**src/rtl/brc_pkg.sv**
```systemverilog
// shared types and constants for the byte recurrence checksum core
// no dependencies

package brc_pkg;

  localparam int TermW = 16;
  localparam int PosW  = 8;

  localparam logic [PosW-1:0]  A_STEP       = 8'd17;
  localparam logic [PosW-1:0]  B_STEP       = 8'd31;
  localparam logic [TermW-1:0] FIRST_OFFSET = 16'd7;
  localparam logic [TermW:0]   TERM_MOD     = 17'd65535;

  typedef struct packed {
    logic [TermW-1:0] prev;
    logic [TermW-1:0] cur;
    logic [PosW-1:0]  pos;
    logic             at_start;
  } brc_state_t;

  localparam brc_state_t START_STATE = '{
    prev:     16'd1,
    cur:      16'd0,
    pos:      8'd0,
    at_start: 1'b1
  };

endpackage

```
**src/rtl/brc_term.sv**
```systemverilog
// next-term logic: multiply, subtract and fold mod 65535 for one byte
// depends on brc_pkg

module brc_term
  import brc_pkg::*;
(
  input  brc_state_t  state,
  input  logic [7:0]  data_byte,
  output brc_state_t  state_next
);

  logic [PosW-1:0]  a;
  logic [PosW-1:0]  b;
  logic [PosW:0]    mult_a;
  logic [24:0]      p;
  logic [24:0]      q;
  logic             non_neg;
  logic [24:0]      diff;
  logic [TermW:0]   fold;
  logic [TermW-1:0] r;
  logic [TermW-1:0] neg_res;
  logic [TermW-1:0] term;

  assign a      = PosW'(state.pos * A_STEP);
  assign b      = PosW'(state.pos * B_STEP);
  assign mult_a = {1'b0, data_byte} + {1'b0, a};
  assign p      = 25'(mult_a) * 25'(state.cur);
  assign q      = 25'(b) * 25'(state.prev);

  assign non_neg = (p >= q);
  assign diff    = non_neg ? (p - q) : (q - p);

  // 2^16 is 1 mod 65535, so the high part folds onto the low part
  assign fold = {1'b0, diff[15:0]} + 17'(diff[24:16]);
  assign r    = (fold >= TERM_MOD) ? TermW'(fold - TERM_MOD) : fold[TermW-1:0];

  // negative difference wraps through 2^64, giving (1 - r) mod 65535
  always_comb begin
    if (r == 16'd0) begin
      neg_res = 16'd1;
    end else if (r == 16'd1) begin
      neg_res = 16'd0;
    end else begin
      neg_res = TermW'(17'h10000 - {1'b0, r});
    end
  end

  assign term = non_neg ? r : neg_res;

  always_comb begin
    if (state.at_start) begin
      state_next.prev     = 16'd1;
      state_next.cur      = {8'd0, data_byte} + FIRST_OFFSET;
      state_next.pos      = 8'd1;
      state_next.at_start = 1'b0;
    end else begin
      state_next.prev     = state.cur;
      state_next.cur      = term;
      state_next.pos      = state.pos + 8'd1;
      state_next.at_start = 1'b0;
    end
  end

endmodule

```
**src/rtl/byte_recurrence_checksum_core.sv**
```systemverilog
// Byte recurrence checksum core: takes one message byte per item and returns
// the 16-bit checksum of the message when the last byte is taken. A byte is
// accepted every cycle while the result register is empty or being drained;
// the checksum appears in the result register the cycle after the last byte.
// The rate is set by the term feedback path, two small multiplies, a subtract
// and a mod 65535 fold, which is combinational.
// depends on brc_pkg and brc_term

module byte_recurrence_checksum_core
  import brc_pkg::*;
(
  input  logic        clk,
  input  logic        rst,
  input  logic        in_valid,
  output logic        in_ready,
  input  logic [7:0]  data_byte,
  input  logic        last_byte,
  output logic        out_valid,
  input  logic        out_ready,
  output logic [15:0] checksum
);

  brc_state_t state;
  brc_state_t state_next;
  logic       in_fire;

  assign in_ready = !out_valid || out_ready;
  assign in_fire  = in_valid && in_ready;

  brc_term u_term (
    .state      (state),
    .data_byte  (data_byte),
    .state_next (state_next)
  );

  always_ff @(posedge clk) begin
    if (rst) begin
      state     <= START_STATE;
      out_valid <= 1'b0;
    end else begin
      if (in_fire && last_byte) begin
        out_valid <= 1'b1;
      end else if (out_valid && out_ready) begin
        out_valid <= 1'b0;
      end
      if (in_fire) begin
        if (last_byte) begin
          state <= START_STATE;
        end else begin
          state <= state_next;
        end
      end
    end
  end

  // result payload
  always_ff @(posedge clk) begin
    if (in_fire && last_byte) begin
      checksum <= state_next.cur;
    end
  end

`ifndef SYNTHESIS
  a_reset_idle: assert property (@(posedge clk) rst |=> !out_valid)
    else $error("result valid after reset");

  a_last_gives_result: assert property (@(posedge clk) disable iff (rst)
    (in_fire && last_byte) |=> (out_valid && state.at_start))
    else $error("last byte did not produce a result and restart");

  a_start_state: assert property (@(posedge clk) disable iff (rst)
    state.at_start |-> (state.prev == 16'd1 && state.cur == 16'd0 && state.pos == 8'd0))
    else $error("start state corrupted");

  a_checksum_range: assert property (@(posedge clk) disable iff (rst)
    out_valid |-> (checksum != 16'hFFFF))
    else $error("checksum not reduced mod 65535");
`endif

endmodule
```
**config.mk**
```make
export PLATFORM = sky130hd
export DESIGN_NAME = byte_recurrence_checksum_core
export DESIGN_NICKNAME = d
export VERILOG_FILES = /design/src/rtl/brc_pkg.sv /design/src/rtl/brc_term.sv /design/src/rtl/byte_recurrence_checksum_core.sv
export SDC_FILE = /design/constraint.sdc
export NUM_CORES = 1
export LEC_CHECK = 0
export ABC_AREA = 1
export BUFFER_PORTS_ARGS = -buffer_cell sky130_fd_sc_hd__buf_4
export CORE_MARGIN = 2
export CORE_UTILIZATION = 60
export CTS_CLUSTER_DIAMETER = 200
export CTS_CLUSTER_SIZE = 28
export DETAILED_ROUTE_END_ITERATION = 10
export MAX_ROUTING_LAYER = met4
export PLACE_DENSITY = 0.77
export SKIP_LAST_GASP = 1
export SLEW_MARGIN = 20
export SYNTH_ARGS = -nofsm -noshare
export SYNTH_HDL_FRONTEND = slang
export SYNTH_HIERARCHICAL = 1
export SYNTH_SLANG_ARGS = --single-unit
```
**constraint.sdc**
```tcl
create_clock -name clk -period 18.5 [get_ports clk]
set_clock_uncertainty 0.2 [all_clocks]
set_input_delay 0.925 -clock clk [delete_from_list [all_inputs] [get_ports clk]]
set_output_delay 0.925 -clock clk [all_outputs]
set_load 0.05 [all_outputs]
```
==> out/metrics.cfg <==
[run_status]
run_status = completed

[final_layout]
synthToLayoutAreaGrowth_pct = 3.47
fin_nets = 2783
final_layout_size_suffix_gt1_frac = 0.0623
layout_commonest_cell = nand2_1
regArea_sq_um = 1320
multi_input_comb_area_sq_um = 12900
fin_area_sq_um = 17200
n_antenna_cell = 0
final_cell_mix = nand2_1 (561), inv_1 (509), nor2_1 (283), fa_1 (197), ha_1 (170)
num-fill-cells = 2552
utilization = 0.635

[timing]
finalCriticalPeriod_ns = 14.96
hold_viol = 0
min_period_over_period = 0.808
tightest_slew_ns = 0.945
finalSetupTns_ns = 0
report.final.slew_viol_count = 0
grt_setup_unrepaired = no
relSlewSlack = 0.368
fmax_mhz = 66.9
setup_viol = 0

[global_route]
grt_pass1_vias = 14500
grt_overflow = 0
grt_max_degree = 50
antenna_found_initial = 0
grt_use_total = 0.339
grt_pass1_wl_microns = 74900

[setup_path]
r2r_start = state[1]
arrival_ns = 14.98
cp_slowest_cell = ha_1
path_common_cell = nand2_1
slowest_delay_ns = 0.83
start_kind = flip-flop
criticalPathCategory = reg -> reg
worst-r2r-setup-slack_ns = 3.54
end_kind = flip-flop
cp_max_fo = 49
cp.required_ns = 18.52
reg2reg_depth = 79
r2r-end = state[20]

[route]
vias_per_cell = 5.48
vias = 15100
antenna_left = 0
first_iter_violations = 1301
finalWirelength_microns = 46600
dr.pass1.iters = 6
wire_per_inst_microns = 16.9
drcViolationCount = 0

[hold_path]
min-delay-path-class = reg -> reg
hold_start = state[7]
hold_end = state[7]
min_delay_path_depth = 2

[clocking]
root_buffer = clkbuf_16
clk_latency_ns = 0.33
clkSinkCount = 58
cts_resized = 0
cts-buffers-inserted = 9
clkTransAtPathRegs_ns = 0.05
ctsHoldBuffers = 0
clock_path_buffers = 2
cts_htree_levels = 3
post_cts_buffers = 0
cts_tree = yes

[floorplan]
initial_core_util = 0.613
rows = 60
core_sq_um = 27000
fp.dieH_microns = 170
die_w_microns = 170
die_area_sq_um = 29000
ios = 31

[placement]
hpwl_microns = 39000
placed_area_sq_um = 16900
portBuffers = 30
globalplace.congestion = 1.03

[logic_synthesis]
synth_seq_cells = 58
synth_nets = 2806
synth.avg_cell_area_sq_um = 6.83
ys_seq_area_frac = 0.0797
synthCells = 2426
synth_ff_type = dfxtp_1
netlist_area_sq_um = 16600
synth_cell_types = 57
ys_async_sr_fraction = 0
synth_warnings = 6
synth_edf_count = 16

[job]
timing.max_cap.violations = 0

==> sequential cells by signal, indices dropped and copies added (netlist names) <==
register,count
checksum,16
out_valid,1
state,41
==> stage by stage <==
step	hold WS [ns]	setup slack, ns	cells
global placement	0.332	3.92	2733
floorplan	0.249	5.62	2426
CTS	0.354	3.71	2749
finish	0.352	3.54	2749
global route	0.409	2.26	2749
detailed placement	0.347	3.77	2733
==> synthesized netlist by cell type, drive strengths merged, types with 5 or more instances <==
cell / count / area (sq um)
a21oi: 118 / 624
dfxtp: 42 / 841
o21a: 6 / 45.0
o21bai: 8 / 67.6
nand3: 137 / 718
nor3: 9 / 45.0
clkbuf: 33 / 124
a21o: 5 / 37.5
nor2: 302 / 1220
nand2: 595 / 2360
buf: 36 / 274
fa: 197 / 3940
xor2: 77 / 674
xnor2: 25 / 219
inv: 520 / 1950
o21ai: 72 / 394
ha: 170 / 2130
or2: 10 / 62.6
edfxtp: 16 / 480
nand4: 14 / 93.8
==> how the worst max path moves through the flow <==
stage	to	startpoint	slack, ns
5_1_grt	state[22]	state[1]	2.26
2_1_floorplan	state[10]	state[3]	5.62
6_report	state[20]	state[1]	3.54
3_3_place_gp	state[20]	state[1]	3.92
3_5_place_dp	state[22]	state[1]	3.77
4_1_cts	state[20]	state[1]	3.71
==> kinds of logic (layout without fill, tap and decap cells) <==
logic type / after synthesis / after routing / synth area share
AOI/OAI and AO/OA: 230 / 230 / 0.0809
xor gates and xnor gates: 102 / 102 / 0.0539
adders and majority gates: 367 / 367 / 0.366
buffers and inverters: 590 / 572 / 0.142
DFF: 58 / 58 / 0.0797
muxes: 3 / 3 / 0.00181
other: 1 / 1 / 0.000226
and+or+nand+nor: 1075 / 1075 / 0.275
==> final cells by class <==
type                            count  share of cell area
Tap cell                          341              0.0249
Clock buffer                       12              0.0150
Clock inverter                      4             0.00160
Multi-Input combinational cell   1778               0.752
Timing Repair Buffer               35              0.0153
Sequential cell                    58              0.0770
Inverter                          521               0.114
==> worst max-delay path: cells and delay by family, from the launching register on <==
kind	cells	cell delay, ns
buf+inv	12	1.26
compound gates	10	1.71
xor+xnor	3	0.84
flops	1	0.30
fa+ha+maj	11	5.05
simple gates	43	5.41
==> per-layer routing <==
metal	vias to the layer above	global-route usage	wire, microns
met5	-	-	0
met4	0	0.124	2010
met3	87	0.0240	2880
met2	552	0.550	21700
met1	7123	0.450	20000
li1	7289	-	-
Power is left out: the tool's default activity adds up to more than one toggle a clock period on the data nets, which glitch-free logic cannot reach.
